$ cat src/design/ascii_integer_parser_assert.svh
// assertion macros shared by the ascii integer parser modules
`ifndef ASCII_INTEGER_PARSER_ASSERT_SVH
`define ASCII_INTEGER_PARSER_ASSERT_SVH

// condition holds at every edge out of reset
`define AIP_ASSERT_ALWAYS(lbl, cond, msg) \
  lbl: assert property (@(posedge clk) disable iff (!rst_n) (cond)) else $error(msg);

// consequent holds in the same cycle as the antecedent
`define AIP_ASSERT_SAME(lbl, ante, cons, msg) \
  lbl: assert property (@(posedge clk) disable iff (!rst_n) (ante) |-> (cons)) else $error(msg);

// consequent holds in the cycle after the antecedent
`define AIP_ASSERT_NEXT(lbl, ante, cons, msg) \
  lbl: assert property (@(posedge clk) disable iff (!rst_n) (ante) |=> (cons)) else $error(msg);

`endif

$ cat src/design/aip_pkg.sv
// shared types, constants and helpers of the ascii integer parser
`timescale 1ns / 1ps
package aip_pkg;

  localparam int MAX_OFFSET_BITS = 16;
  localparam int BASE_W          = 6;
  localparam int VALUE_W         = 64;
  localparam int OFFSET_W        = 16;
  localparam int DIGIT_W         = 6;

  localparam logic [MAX_OFFSET_BITS-1:0] POS_MAX = '1;

  localparam logic [BASE_W-1:0] BASE_RESET = 6'd10;
  localparam logic [BASE_W-1:0] BASE_AUTO  = 6'd0;
  localparam logic [BASE_W-1:0] BASE_OCT   = 6'd8;
  localparam logic [BASE_W-1:0] BASE_DEC   = 6'd10;
  localparam logic [BASE_W-1:0] BASE_HEX   = 6'd16;

  // parse phases
  localparam logic [2:0] PH_IDLE   = 3'd0;
  localparam logic [2:0] PH_START  = 3'd1;
  localparam logic [2:0] PH_PREFIX = 3'd2;
  localparam logic [2:0] PH_ZAUTO  = 3'd3;
  localparam logic [2:0] PH_ZHEX   = 3'd4;
  localparam logic [2:0] PH_DIGITS = 3'd5;

  // character codes
  localparam logic [7:0] CH_TAB   = 8'd9;
  localparam logic [7:0] CH_CR    = 8'd13;
  localparam logic [7:0] CH_SPACE = 8'd32;
  localparam logic [7:0] CH_PLUS  = 8'h2b;
  localparam logic [7:0] CH_MINUS = 8'h2d;
  localparam logic [7:0] CH_0     = 8'h30;
  localparam logic [7:0] CH_9     = 8'h39;
  localparam logic [7:0] CH_UA    = 8'h41;
  localparam logic [7:0] CH_UX    = 8'h58;
  localparam logic [7:0] CH_UZ    = 8'h5a;
  localparam logic [7:0] CH_LA    = 8'h61;
  localparam logic [7:0] CH_LX    = 8'h78;
  localparam logic [7:0] CH_LZ    = 8'h7a;
  localparam logic [7:0] NO_DIGIT = 8'd255;

  // queue depths
  localparam int OPQ_DEPTH = 2;
  localparam int RESQ_DEPTH = 2;

  // work passed from the classifier to the accumulator
  typedef struct packed {
    logic                 clear;
    logic                 mac;
    logic                 emit;
    logic                 neg;
    logic [BASE_W-1:0]    base;
    logic [DIGIT_W-1:0]   digit;
    logic [OFFSET_W-1:0]  offset;
  } op_t;

  typedef struct packed {
    logic signed [VALUE_W-1:0] value;
    logic [OFFSET_W-1:0]       offset;
  } res_t;

  function automatic logic [7:0] digit_value(input logic [7:0] c);
    logic [7:0] d;
    d = NO_DIGIT;
    if (c >= CH_0 && c <= CH_9) begin
      d = c - CH_0;
    end else if (c >= CH_UA && c <= CH_UZ) begin
      d = c - CH_UA + 8'd10;
    end else if (c >= CH_LA && c <= CH_LZ) begin
      d = c - CH_LA + 8'd10;
    end
    return d;
  endfunction

  function automatic logic is_blank(input logic [7:0] c);
    return (c == CH_SPACE) || (c >= CH_TAB && c <= CH_CR);
  endfunction

  function automatic logic is_x(input logic [7:0] c);
    return (c == CH_LX) || (c == CH_UX);
  endfunction

  function automatic logic [OFFSET_W-1:0] to_offset(input logic [MAX_OFFSET_BITS-1:0] p);
    logic [31:0] w;
    w = 32'(p);
    return w[OFFSET_W-1:0];
  endfunction

endpackage

$ cat src/design/ascii_integer_parser.sv
// top level of the streaming ascii to integer parser
//
//  channel  ports                                   handshake
//  -------  --------------------------------------  -------------------------
//  input    in_character, in_first_of_string        in_push & !in_full
//  result   out_parsed_value, out_end_offset        out_pop & !out_empty
//  config   cfg_wr_data (number_base)               cfg_wr_en, no wait
//
// one character word accepted per cycle while in_full is low; a result shows on the
// out_ ports once the terminating character has passed the work queue and the result queue
// the result path is set by the 64 x 6 multiply-add in the accumulator stage
// synchronous active-low reset; no clearing pass, words accepted right away
// a stalled result side fills the two-entry result queue, then the two-entry
// work queue, and only then raises in_full
`timescale 1ns / 1ps
module ascii_integer_parser import aip_pkg::*; (
  input  logic                      clk,
  input  logic                      rst_n,
  // input channel
  input  logic [7:0]                in_character,
  input  logic                      in_first_of_string,
  input  logic                      in_push,
  output logic                      in_full,
  // result channel
  output logic signed [VALUE_W-1:0] out_parsed_value,
  output logic [OFFSET_W-1:0]       out_end_offset,
  output logic                      out_empty,
  input  logic                      out_pop,
  // base register
  input  logic                      cfg_wr_en,
  input  logic [BASE_W-1:0]         cfg_wr_data
);

  logic in_accept;
  logic op_push, op_valid, op_pop;
  op_t  op_front, op_head;

  // the full flag of the work queue guards the input side
  assign in_accept = in_push && !in_full;

  // classifier: whitespace, sign, prefix and digit decisions, offset count
  aip_front u_front (
    .clk         (clk),
    .rst_n       (rst_n),
    .cfg_wr_en   (cfg_wr_en),
    .cfg_wr_data (cfg_wr_data),
    .accept_i    (in_accept),
    .char_i      (in_character),
    .first_i     (in_first_of_string),
    .op_push_o   (op_push),
    .op_o        (op_front)
  );

  // decouples the classifier from the accumulator stalls
  aip_opq u_opq (
    .clk     (clk),
    .rst_n   (rst_n),
    .push_i  (op_push),
    .op_i    (op_front),
    .full_o  (in_full),
    .valid_o (op_valid),
    .op_o    (op_head),
    .pop_i   (op_pop)
  );

  // accumulator and result queue
  aip_back u_back (
    .clk              (clk),
    .rst_n            (rst_n),
    .op_valid_i       (op_valid),
    .op_i             (op_head),
    .op_pop_o         (op_pop),
    .out_parsed_value (out_parsed_value),
    .out_end_offset   (out_end_offset),
    .out_empty        (out_empty),
    .out_pop          (out_pop)
  );

endmodule

$ cat src/design/aip_front.sv
// front end: base register, parse phase tracking and character classification
`timescale 1ns / 1ps
`include "ascii_integer_parser_assert.svh"
module aip_front import aip_pkg::*; (
  input  logic              clk,
  input  logic              rst_n,
  input  logic              cfg_wr_en,
  input  logic [BASE_W-1:0] cfg_wr_data,
  input  logic              accept_i,
  input  logic [7:0]        char_i,
  input  logic              first_i,
  output logic              op_push_o,
  output op_t               op_o
);

  logic [BASE_W-1:0]          cfg_base_r;
  logic [2:0]                 phase_r, phase_nxt;
  logic [BASE_W-1:0]          base_r, base_nxt;
  logic                       neg_r, neg_nxt;
  logic [MAX_OFFSET_BITS-1:0] pos_r, pos_nxt;

  logic [2:0]                 ph;
  logic [BASE_W-1:0]          base_in;
  logic                       neg_in;
  logic [MAX_OFFSET_BITS-1:0] pos_in;
  logic                       go_prefix, go_digits, bump, do_mac, do_emit;
  logic [7:0]                 dval;

  always_comb begin
    ph      = first_i ? PH_START : phase_r;
    base_in = first_i ? cfg_base_r : base_r;
    neg_in  = first_i ? 1'b0 : neg_r;
    pos_in  = first_i ? '0 : pos_r;
    dval    = digit_value(char_i);

    phase_nxt = ph;
    base_nxt  = base_in;
    neg_nxt   = neg_in;
    go_prefix = 1'b0;
    go_digits = 1'b0;
    bump      = 1'b0;
    do_mac    = 1'b0;
    do_emit   = 1'b0;

    unique case (ph)
      PH_IDLE: begin
      end
      PH_START: begin
        if (is_blank(char_i)) begin
          bump = 1'b1;
        end else begin
          phase_nxt = PH_PREFIX;
          if (char_i == CH_MINUS || char_i == CH_PLUS) begin
            neg_nxt = (char_i == CH_MINUS);
            bump    = 1'b1;
          end else begin
            go_prefix = 1'b1;
          end
        end
      end
      PH_PREFIX: go_prefix = 1'b1;
      PH_ZAUTO: begin
        phase_nxt = PH_DIGITS;
        if (is_x(char_i)) begin
          base_nxt = BASE_HEX;
          bump     = 1'b1;
        end else begin
          base_nxt  = BASE_OCT;
          go_digits = 1'b1;
        end
      end
      PH_ZHEX: begin
        // a lone zero before a non-x is just a zero digit, value stays zero
        phase_nxt = PH_DIGITS;
        if (is_x(char_i)) begin
          bump = 1'b1;
        end else begin
          go_digits = 1'b1;
        end
      end
      PH_DIGITS: go_digits = 1'b1;
      default: phase_nxt = PH_IDLE;
    endcase

    if (go_prefix) begin
      if (base_in == BASE_AUTO) begin
        if (char_i == CH_0) begin
          bump      = 1'b1;
          phase_nxt = PH_ZAUTO;
        end else begin
          base_nxt  = BASE_DEC;
          phase_nxt = PH_DIGITS;
          go_digits = 1'b1;
        end
      end else if (base_in == BASE_HEX && char_i == CH_0) begin
        bump      = 1'b1;
        phase_nxt = PH_ZHEX;
      end else begin
        phase_nxt = PH_DIGITS;
        go_digits = 1'b1;
      end
    end

    if (go_digits) begin
      if (dval < 8'(base_nxt)) begin
        do_mac = 1'b1;
        bump   = 1'b1;
      end else begin
        do_emit   = 1'b1;
        phase_nxt = PH_IDLE;
      end
    end

    pos_nxt = (bump && pos_in != POS_MAX) ? pos_in + 1'b1 : pos_in;
  end

  assign op_o.clear  = first_i;
  assign op_o.mac    = do_mac;
  assign op_o.emit   = do_emit;
  assign op_o.neg    = neg_nxt;
  assign op_o.base   = base_nxt;
  assign op_o.digit  = dval[DIGIT_W-1:0];
  assign op_o.offset = to_offset(pos_in);
  assign op_push_o   = accept_i && (first_i || do_mac || do_emit);

  always_ff @(posedge clk) begin
    if (!rst_n) begin
      cfg_base_r <= BASE_RESET;
      phase_r    <= PH_IDLE;
      base_r     <= '0;
      neg_r      <= 1'b0;
      pos_r      <= '0;
    end else begin
      if (cfg_wr_en) begin
        cfg_base_r <= cfg_wr_data;
      end
      if (accept_i) begin
        phase_r <= phase_nxt;
        base_r  <= base_nxt;
        neg_r   <= neg_nxt;
        pos_r   <= pos_nxt;
      end
    end
  end

  `AIP_ASSERT_NEXT(a_emit_ends, accept_i && do_emit, phase_r == PH_IDLE, "emit did not end parse")
  `AIP_ASSERT_SAME(a_idle_quiet, accept_i && !first_i && phase_r == PH_IDLE, !op_push_o, "idle word made work")

endmodule

$ cat src/design/aip_opq.sv
// two-entry queue of work between the front end and the accumulator
`timescale 1ns / 1ps
`include "ascii_integer_parser_assert.svh"
module aip_opq import aip_pkg::*; (
  input  logic clk,
  input  logic rst_n,
  input  logic push_i,
  input  op_t  op_i,
  output logic full_o,
  output logic valid_o,
  output op_t  op_o,
  input  logic pop_i
);

  localparam int PTR_W = $clog2(OPQ_DEPTH);
  localparam int CNT_W = $clog2(OPQ_DEPTH + 1);

  op_t              mem_r [OPQ_DEPTH];
  logic [PTR_W-1:0] wr_ptr_r, rd_ptr_r;
  logic [CNT_W-1:0] cnt_r, cnt_nxt;

  assign full_o  = (cnt_r == CNT_W'(OPQ_DEPTH));
  assign valid_o = (cnt_r != '0);
  assign op_o    = mem_r[rd_ptr_r];

  always_comb begin
    cnt_nxt = cnt_r;
    if (push_i && !pop_i) begin
      cnt_nxt = cnt_r + 1'b1;
    end else if (pop_i && !push_i) begin
      cnt_nxt = cnt_r - 1'b1;
    end
  end

  always_ff @(posedge clk) begin
    if (push_i) begin
      mem_r[wr_ptr_r] <= op_i;
    end
  end

  always_ff @(posedge clk) begin
    if (!rst_n) begin
      wr_ptr_r <= '0;
      rd_ptr_r <= '0;
      cnt_r    <= '0;
    end else begin
      cnt_r <= cnt_nxt;
      if (push_i) begin
        wr_ptr_r <= (wr_ptr_r == PTR_W'(OPQ_DEPTH - 1)) ? '0 : wr_ptr_r + 1'b1;
      end
      if (pop_i) begin
        rd_ptr_r <= (rd_ptr_r == PTR_W'(OPQ_DEPTH - 1)) ? '0 : rd_ptr_r + 1'b1;
      end
    end
  end

  `AIP_ASSERT_ALWAYS(a_opq_bound, cnt_r <= CNT_W'(OPQ_DEPTH), "op queue overfilled")
  `AIP_ASSERT_SAME(a_opq_nopush_full, full_o, !push_i, "push into full op queue")

endmodule

$ cat src/design/aip_back.sv
// back end: 64-bit multiply-accumulate, sign and two-entry result queue
`timescale 1ns / 1ps
`include "ascii_integer_parser_assert.svh"
module aip_back import aip_pkg::*; (
  input  logic                       clk,
  input  logic                       rst_n,
  input  logic                       op_valid_i,
  input  op_t                        op_i,
  output logic                       op_pop_o,
  output logic signed [VALUE_W-1:0]  out_parsed_value,
  output logic [OFFSET_W-1:0]        out_end_offset,
  output logic                       out_empty,
  input  logic                       out_pop
);

  localparam int PTR_W = $clog2(RESQ_DEPTH);
  localparam int CNT_W = $clog2(RESQ_DEPTH + 1);

  logic [VALUE_W-1:0] acc_r, acc_nxt, acc_src, prod;
  res_t               res_q_r [RESQ_DEPTH];
  res_t               res_new;
  logic [PTR_W-1:0]   wr_ptr_r, rd_ptr_r;
  logic [CNT_W-1:0]   cnt_r, cnt_nxt;
  logic               res_full, res_push, res_pop;

  assign res_full = (cnt_r == CNT_W'(RESQ_DEPTH));
  assign out_empty = (cnt_r == '0);
  assign res_pop   = out_pop && !out_empty;

  // emit waits for a free result slot, other work never stalls
  assign op_pop_o = op_valid_i && (!op_i.emit || !res_full);
  assign res_push = op_pop_o && op_i.emit;

  assign acc_src = op_i.clear ? '0 : acc_r;
  assign prod    = acc_src * VALUE_W'(op_i.base);

  always_comb begin
    acc_nxt = acc_src;
    if (op_i.mac) begin
      acc_nxt = prod + VALUE_W'(op_i.digit);
    end
  end

  assign res_new.value  = op_i.neg ? -acc_src : acc_src;
  assign res_new.offset = op_i.offset;

  assign out_parsed_value = res_q_r[rd_ptr_r].value;
  assign out_end_offset   = res_q_r[rd_ptr_r].offset;

  always_comb begin
    cnt_nxt = cnt_r;
    if (res_push && !res_pop) begin
      cnt_nxt = cnt_r + 1'b1;
    end else if (res_pop && !res_push) begin
      cnt_nxt = cnt_r - 1'b1;
    end
  end

  always_ff @(posedge clk) begin
    if (op_pop_o) begin
      acc_r <= acc_nxt;
    end
    if (res_push) begin
      res_q_r[wr_ptr_r] <= res_new;
    end
  end

  always_ff @(posedge clk) begin
    if (!rst_n) begin
      wr_ptr_r <= '0;
      rd_ptr_r <= '0;
      cnt_r    <= '0;
    end else begin
      cnt_r <= cnt_nxt;
      if (res_push) begin
        wr_ptr_r <= (wr_ptr_r == PTR_W'(RESQ_DEPTH - 1)) ? '0 : wr_ptr_r + 1'b1;
      end
      if (res_pop) begin
        rd_ptr_r <= (rd_ptr_r == PTR_W'(RESQ_DEPTH - 1)) ? '0 : rd_ptr_r + 1'b1;
      end
    end
  end

  `AIP_ASSERT_ALWAYS(a_res_bound, cnt_r <= CNT_W'(RESQ_DEPTH), "result queue overfilled")
  `AIP_ASSERT_NEXT(a_emit_lands, res_push, !out_empty, "emitted word not visible")

endmodule

$ cat config.mk
export PLATFORM = sky130hd
export DESIGN_NAME = ascii_integer_parser
export DESIGN_NICKNAME = d
export VERILOG_FILES = /design/src/design/aip_pkg.sv /design/src/design/ascii_integer_parser.sv /design/src/design/aip_front.sv /design/src/design/aip_opq.sv /design/src/design/aip_back.sv
export VERILOG_INCLUDE_DIRS = /design/src /design/src/design
export SDC_FILE = /design/constraint.sdc
export NUM_CORES = 1
export LEC_CHECK = 0
export BUFFER_PORTS_ARGS = -buffer_cell sky130_fd_sc_hd__buf_2
export CAP_MARGIN = 10
export CORE_MARGIN = 4
export CORE_UTILIZATION = 50
export DETAILED_ROUTE_END_ITERATION = 7
export GPL_TIMING_DRIVEN = 0
export PLACE_DENSITY = 0.67
export SYNTH_ARGS = -nofsm -noshare
export SYNTH_HDL_FRONTEND = slang
export SYNTH_SLANG_ARGS = --single-unit
$ cat constraint.sdc
create_clock -name clk -period 20 [get_ports clk]
set_input_delay 0 -clock clk [delete_from_list [all_inputs] [get_ports clk]]
set_output_delay 0 -clock clk [all_outputs]
set_load 0.02 [all_outputs]
Word level (Yosys, flattened, before mapping)
Memory sizes are Yosys's and may differ from the RTL's. A register that Yosys moved wholly into a read port is not among the register bits.
Cells that the tools add are included.
Word-level totals
  register bits: 104
  bits in latches: 0
  bits in writable memories: 224
  ROM bits: 0
  bits of input ports: 20
  output and inout port bits: 82
  memories: 2
Memories
  u_back.res_q_r: depth 2, width 80, read ports 1, clocked after memory_dff 1, wr ports 1, RTL line aip_back.sv:20  | res_t res_q_r [RESQ_DEPTH];
  u_opq.mem_r: depth 2, width 32, read ports 1, clocked after memory_dff 1, wr ports 1, RTL line aip_opq.sv:18  | op_t mem_r [OPQ_DEPTH];
Cells by class
  add/sub/neg operators: 16
  multiply operators: 1
  divide/modulo/power cells: 0
  $lt $le $gt $ge: 9
  equal/unequal tests: 15
  shifts and indexed selects: 0
  multiplexer cells: 66
  bitwise logic cells: 0
  reduce and logical (&&, ||, !) cells: 37
Operator list (count)
  2-to-1 mux 64 bit: 3
  adder 64 x 6 -> 64 bit: 1
  multiplier 64 x 6 -> 64 bit: 1
  negation 64 bit: 1
  2-to-1 mux 1 bit: 37
  equality test 8 x 6 -> 1 bit (second input constant): 4
  2-to-1 mux 16 bit: 2
  2-to-1 mux 6 bit: 5
  2-to-1 mux 8 bit: 3
  2-to-1 mux 3 bit: 7
  adder 16 x 1 -> 16 bit (second input constant): 1
  adder 8 x 4 -> 8 bit (second input constant): 2
  equality test 8 x 7 -> 1 bit (second input constant): 2
  greater-or-equal comparator 8 x 7 -> 1 bit (second input constant): 2
  <= comparator 8 x 7 -> 1 bit (second input constant): 2
  inequality test 16 bit (second input constant): 1
  subtractor 8 x 7 -> 8 bit (second input constant): 2
  logical AND 1 bit: 15
  case mux 3 bit (3 select lines): 1
  greater-or-equal comparator 8 x 4 -> 1 bit (second input constant): 1
  greater-or-equal comparator 8 x 6 -> 1 bit (second input constant): 1
  <= comparator 8 x 4 -> 1 bit (second input constant): 1
  <= comparator 8 x 6 -> 1 bit (second input constant): 1
  logical NOT 1 bit: 8
  other kinds (20): 40

Longest topological paths before layout
  depth after elaboration: 17
  depth in mapped cells: 26
  depth with buffers taken out: 22

Cells and area by module
Synthesis repeated with hierarchy kept, for this count alone.
Second synthesis, totals
  cell total of the unflattened synthesis: 2626
  area total of the unflattened synthesis: 28234.6 um2
Modules (own cells, without submodules)
  aip_back: times used 1, cells each 2137, area each 22875.7 um2, sequential area each 6826.5 um2
  aip_front: times used 1, cells each 366, area each 2813.9 um2, sequential area each 640.6 um2
  aip_opq: times used 1, cells each 122, area each 2531.2 um2, sequential area each 2021.9 um2
  ascii_integer_parser: times used 1, cells each 1, area each 13.8 um2, sequential area each 0.0 um2

Worst setup path before layout
Ideal clock, no wire load.
  kind: register to register
  start point: register (tool-made name)
  end point: memory u_back.res_q_r[0][0] (netlist name), enable pin
  setup time: 0.618 ns
  arrival: 6.846 ns
  required time: 19.382 ns
  setup slack: 12.536 ns
  stages on the path, launching flop included: 6
  period minus slack after synthesis: 7.464 ns
  cell sequence: dfxtp_1 -> clkbuf_1 -> clkbuf_1 -> mux2i_1 -> o32ai_1 -> nor3_1
RTL lines (RTL line)
  end, declared: aip_back.sv:20

==> reports/qor.tcl <==
set qor(run_status) {completed}
set qor(grt_pass1_wl_um) 125000
set qor(synthesis.nets) 3028
set qor(design.final.nets) 3205
set qor(tightestPinTransition_ps) 1420
set qor(route.vias.total) 21517
set qor(grt_pass1_vias) 21904
set qor(fp.dieW_um) 239
set qor(routed-wl-met3_um) 7650
set qor(hold_ws_ps) 57.8
set qor(part_of_the_yosys_area_used_for_sequential_elements_pct) 35.4
set qor(top_signal_layer_used) {met4}
set qor(finalHoldViolations) 0
set qor(detail_route.vias_per_cell) 6.12
set qor(synth_area_leader_cell) {edfxtp_1}
set qor(cts_setup_buffers) 0
set qor(setup.worst_path.class) {reg -> reg}
set qor(cts_resized) 0
set qor(slew_violations) 0
set qor(ys_types) 75
set qor(clockBufferDepth) 3
set qor(clk_tree_root_cell) {clkbuf_16}
set qor(drc) 0
set qor(globalRouteTotalUtil_pct) 28.1
set qor(route.detailed.wl_per_inst_um) 23.0
set qor(drt-total-wl_um) 80800
set qor(max-cap-violations) 0
set qor(dr.pass1.iters) 8
set qor(hold_start) {in_character[2]}
set qor(synthDominantCellAreaShare_pct) 32.3
set qor(core_mm2) 0.0528
set qor(ys_dominant_reg_cell) {edfxtp_1}
set qor(cp.arrival_ps) 10770
set qor(final.period_utilization_pct) 52.3
set qor(dr.first_iter.drc_count) 2000
set qor(place.port_buffers) 100
set qor(grt.overflow.total) 0
set qor(tritoncts_clock_tree) {done}
set qor(highest_count_cells_in_the_layout_ignoring_fill_and_taps) {445 x nor2_1, 288 x edfxtp_1, 240 x fa_1}
set qor(crit_path_max_incr_delay_ps) 1120
set qor(io_pins) 102
set qor(flow.area_growth_from_synthesis_pct) 11.7
set qor(timing.clock.skew_ps) 18.4
set qor(required_ps) 20310
set qor(dpl.hpwl_um) 60000
set qor(die_h_um) 239
set qor(syn-cell-area_mm2) 0.0268
set qor(met2_wirelength_um) 36700
set qor(max_freq_ghz) 0.0956
set qor(synthCells) 2622
set qor(ctsHoldBuffers) 21
set qor(grt_setup_unrepaired) {no}
set qor(worstHoldPathType) {in -> reg}
set qor(critical_path.max_fanout) 10
set qor(grt_max_degree) 65
set qor(cts_buffers) 39
set qor(cts_num_sinks) 330
set qor(setup_violations) 0
set qor(postRouteAntennaNets) 0
set qor(post_route_cells_drive_above_1_share_pct) 11.2
set qor(rows) 84
set qor(synthTopCellsByArea) {edfxtp_1 32%, fa_1 18%, ha_1 6.8%, nor2_1 6.2%, mux2_2 4.6%}
set qor(critical_path.endpoint_type) {register}
set qor(clock_tree.htree_level_count) 2
set qor(critPathMostFrequentCell) {fa_1}
set qor(wl_met1_um) 33000
set qor(cp.buffers_inverters) 8
set qor(yosysWarnings) 0
set qor(finalWeightedCongestion) 0.963
set qor(postSynthRegisterBits) 330
set qor(layout.cells.most_common) {nor2_1}
set qor(relSlewSlack_pct) 5.61
set qor(start_util_pct) 50.7
set qor(number_of_enable_flip_flop_cells_after_synthesis) 288
set qor(critical_path.top_delay_family) {buffers and inverters}
set qor(totalNegativeSetupSlack_ps) 0
set qor(async_reset_ff_share_pct) 0
set qor(slowest_stage) {a2111oi_0}
set qor(layout_min_cycle_time_ps) 10460
set qor(critical_path.startpoint_type) {register}
set qor(dieArea_mm2) 0.0573
set qor(grt_antenna_before_repair) 3
set qor(clock_latency_of_the_later_clocked_register_in_the_worst_skew_pair_ps) 590
set qor(path_clk_slew_ps) 60
set qor(synth_area_per_cell_um2) 10.2
## metal layers
| layer | track usage [%] | vias to the layer above |
|---|---|---|
| li1 | - | 9568 |
| met1 | 38.0 | 10663 |
| met2 | 44.0 | 1089 |
| met3 | 6.62 | 197 |
| met4 | 11.5 | 0 |
| met5 | 0 | - |
## flip-flops by register name (all words and copies together), names as in the netlist, 3 cells and up, named ones only
signal,count
u_front.phase_r,3
u_back.res_q_r,160
u_front.base_r,6
u_front.cfg_base_r,6
u_front.pos_r,16
u_opq.mem_r,64
u_back.acc_r,64
## cells in the mapped netlist, types with 5 or more instances
library cell and n:
a211oi_1 14, a21boi_0 13, a21o_1 48, a21oi_1 168, a31o_2 6, a31oi_1 21, a41oi_1 5, and2_1 42
and3_1 49, buf_1 9, clkbuf_1 124, dfxtp_1 42, edfxtp_1 288, fa_1 240, ha_1 146, inv_1 77
mux2_2 109, mux2i_1 26, nand2_1 209, nand2b_1 8, nand3_1 44, nand4_1 22, nor2_1 445, nor2b_1 36
nor3_1 39, nor4_1 11, o211ai_1 8, o21a_1 6, o21ai_0 96, o21ai_1 11, o21bai_1 13, o22ai_1 5
o31ai_1 14, or3_1 13, or4_1 11, xnor2_1 73, xor2_1 53
## metrics by stage
step | setup WS (ps) | std cells | instance area, um^2 | util, %
final | 9540 | 3517 | 29900 | 56.7
after global routing | 9380 | 3516 | 29900 | 56.7
after CTS | 9880 | 3516 | 29900 | 56.7
after detailed placement | 9890 | 3425 | 28400 | 53.8
after global placement | 8630 | 3410 | 28100 | 53.3
after floorplan | 12540 | 2622 | 26800 | -
## cell families (layout without fill, tap and decap cells)
logic type | count (synthesis) | in the layout | synth area share, %
compound gates | 478 | 478 | 11.2
xor+xnor | 126 | 126 | 4.12
fa+ha+maj | 386 | 386 | 24.8
buf+inv | 217 | 423 | 3.08
flops | 330 | 330 | 35.4
mux | 135 | 135 | 5.56
other cells | 0 | 1 | 0
simple gates | 950 | 950 | 15.9
## layout make-up
type	count	area [um^2]
repair buffers	136	908
inverters	80	303
fillers	4657	22900
clock inverters	23	314
flip-flops and latches	330	9490
diodes	1	2.50
well taps	688	861
multi-input cells	2075	16500
plain buffers	137	526
clock buffers	47	1010
## worst register-to-register path: cells and delay by family, from the launching register on
kind	cells	cell delay, ps
adders and majority gates	5	2490
AOI/OAI and AO/OA	7	2740
muxes	1	290
and+or+nand+nor	3	750
DFF	1	300
buffers and inverters	8	3430
xor gates and xnor gates	1	180
## path summary, 6_finish.rpt
path                                    endpoint  slack, ps  cells after the start
setup reg to reg      u_back.acc_r[57]$_DFFE_PP_       9540                     25
setup / recovery      u_back.acc_r[57]$_DFFE_PP_       9540                     25
hold reg to reg   u_front.base_r[4]$_SDFFE_PN0P_        470                      2
hold / removal      u_opq.mem_r[1][18]$_DFFE_PP_         60                      3
Power is left out: the tool's default activity adds up to more than one toggle a clock period on the data nets, which glitch-free logic cannot reach.
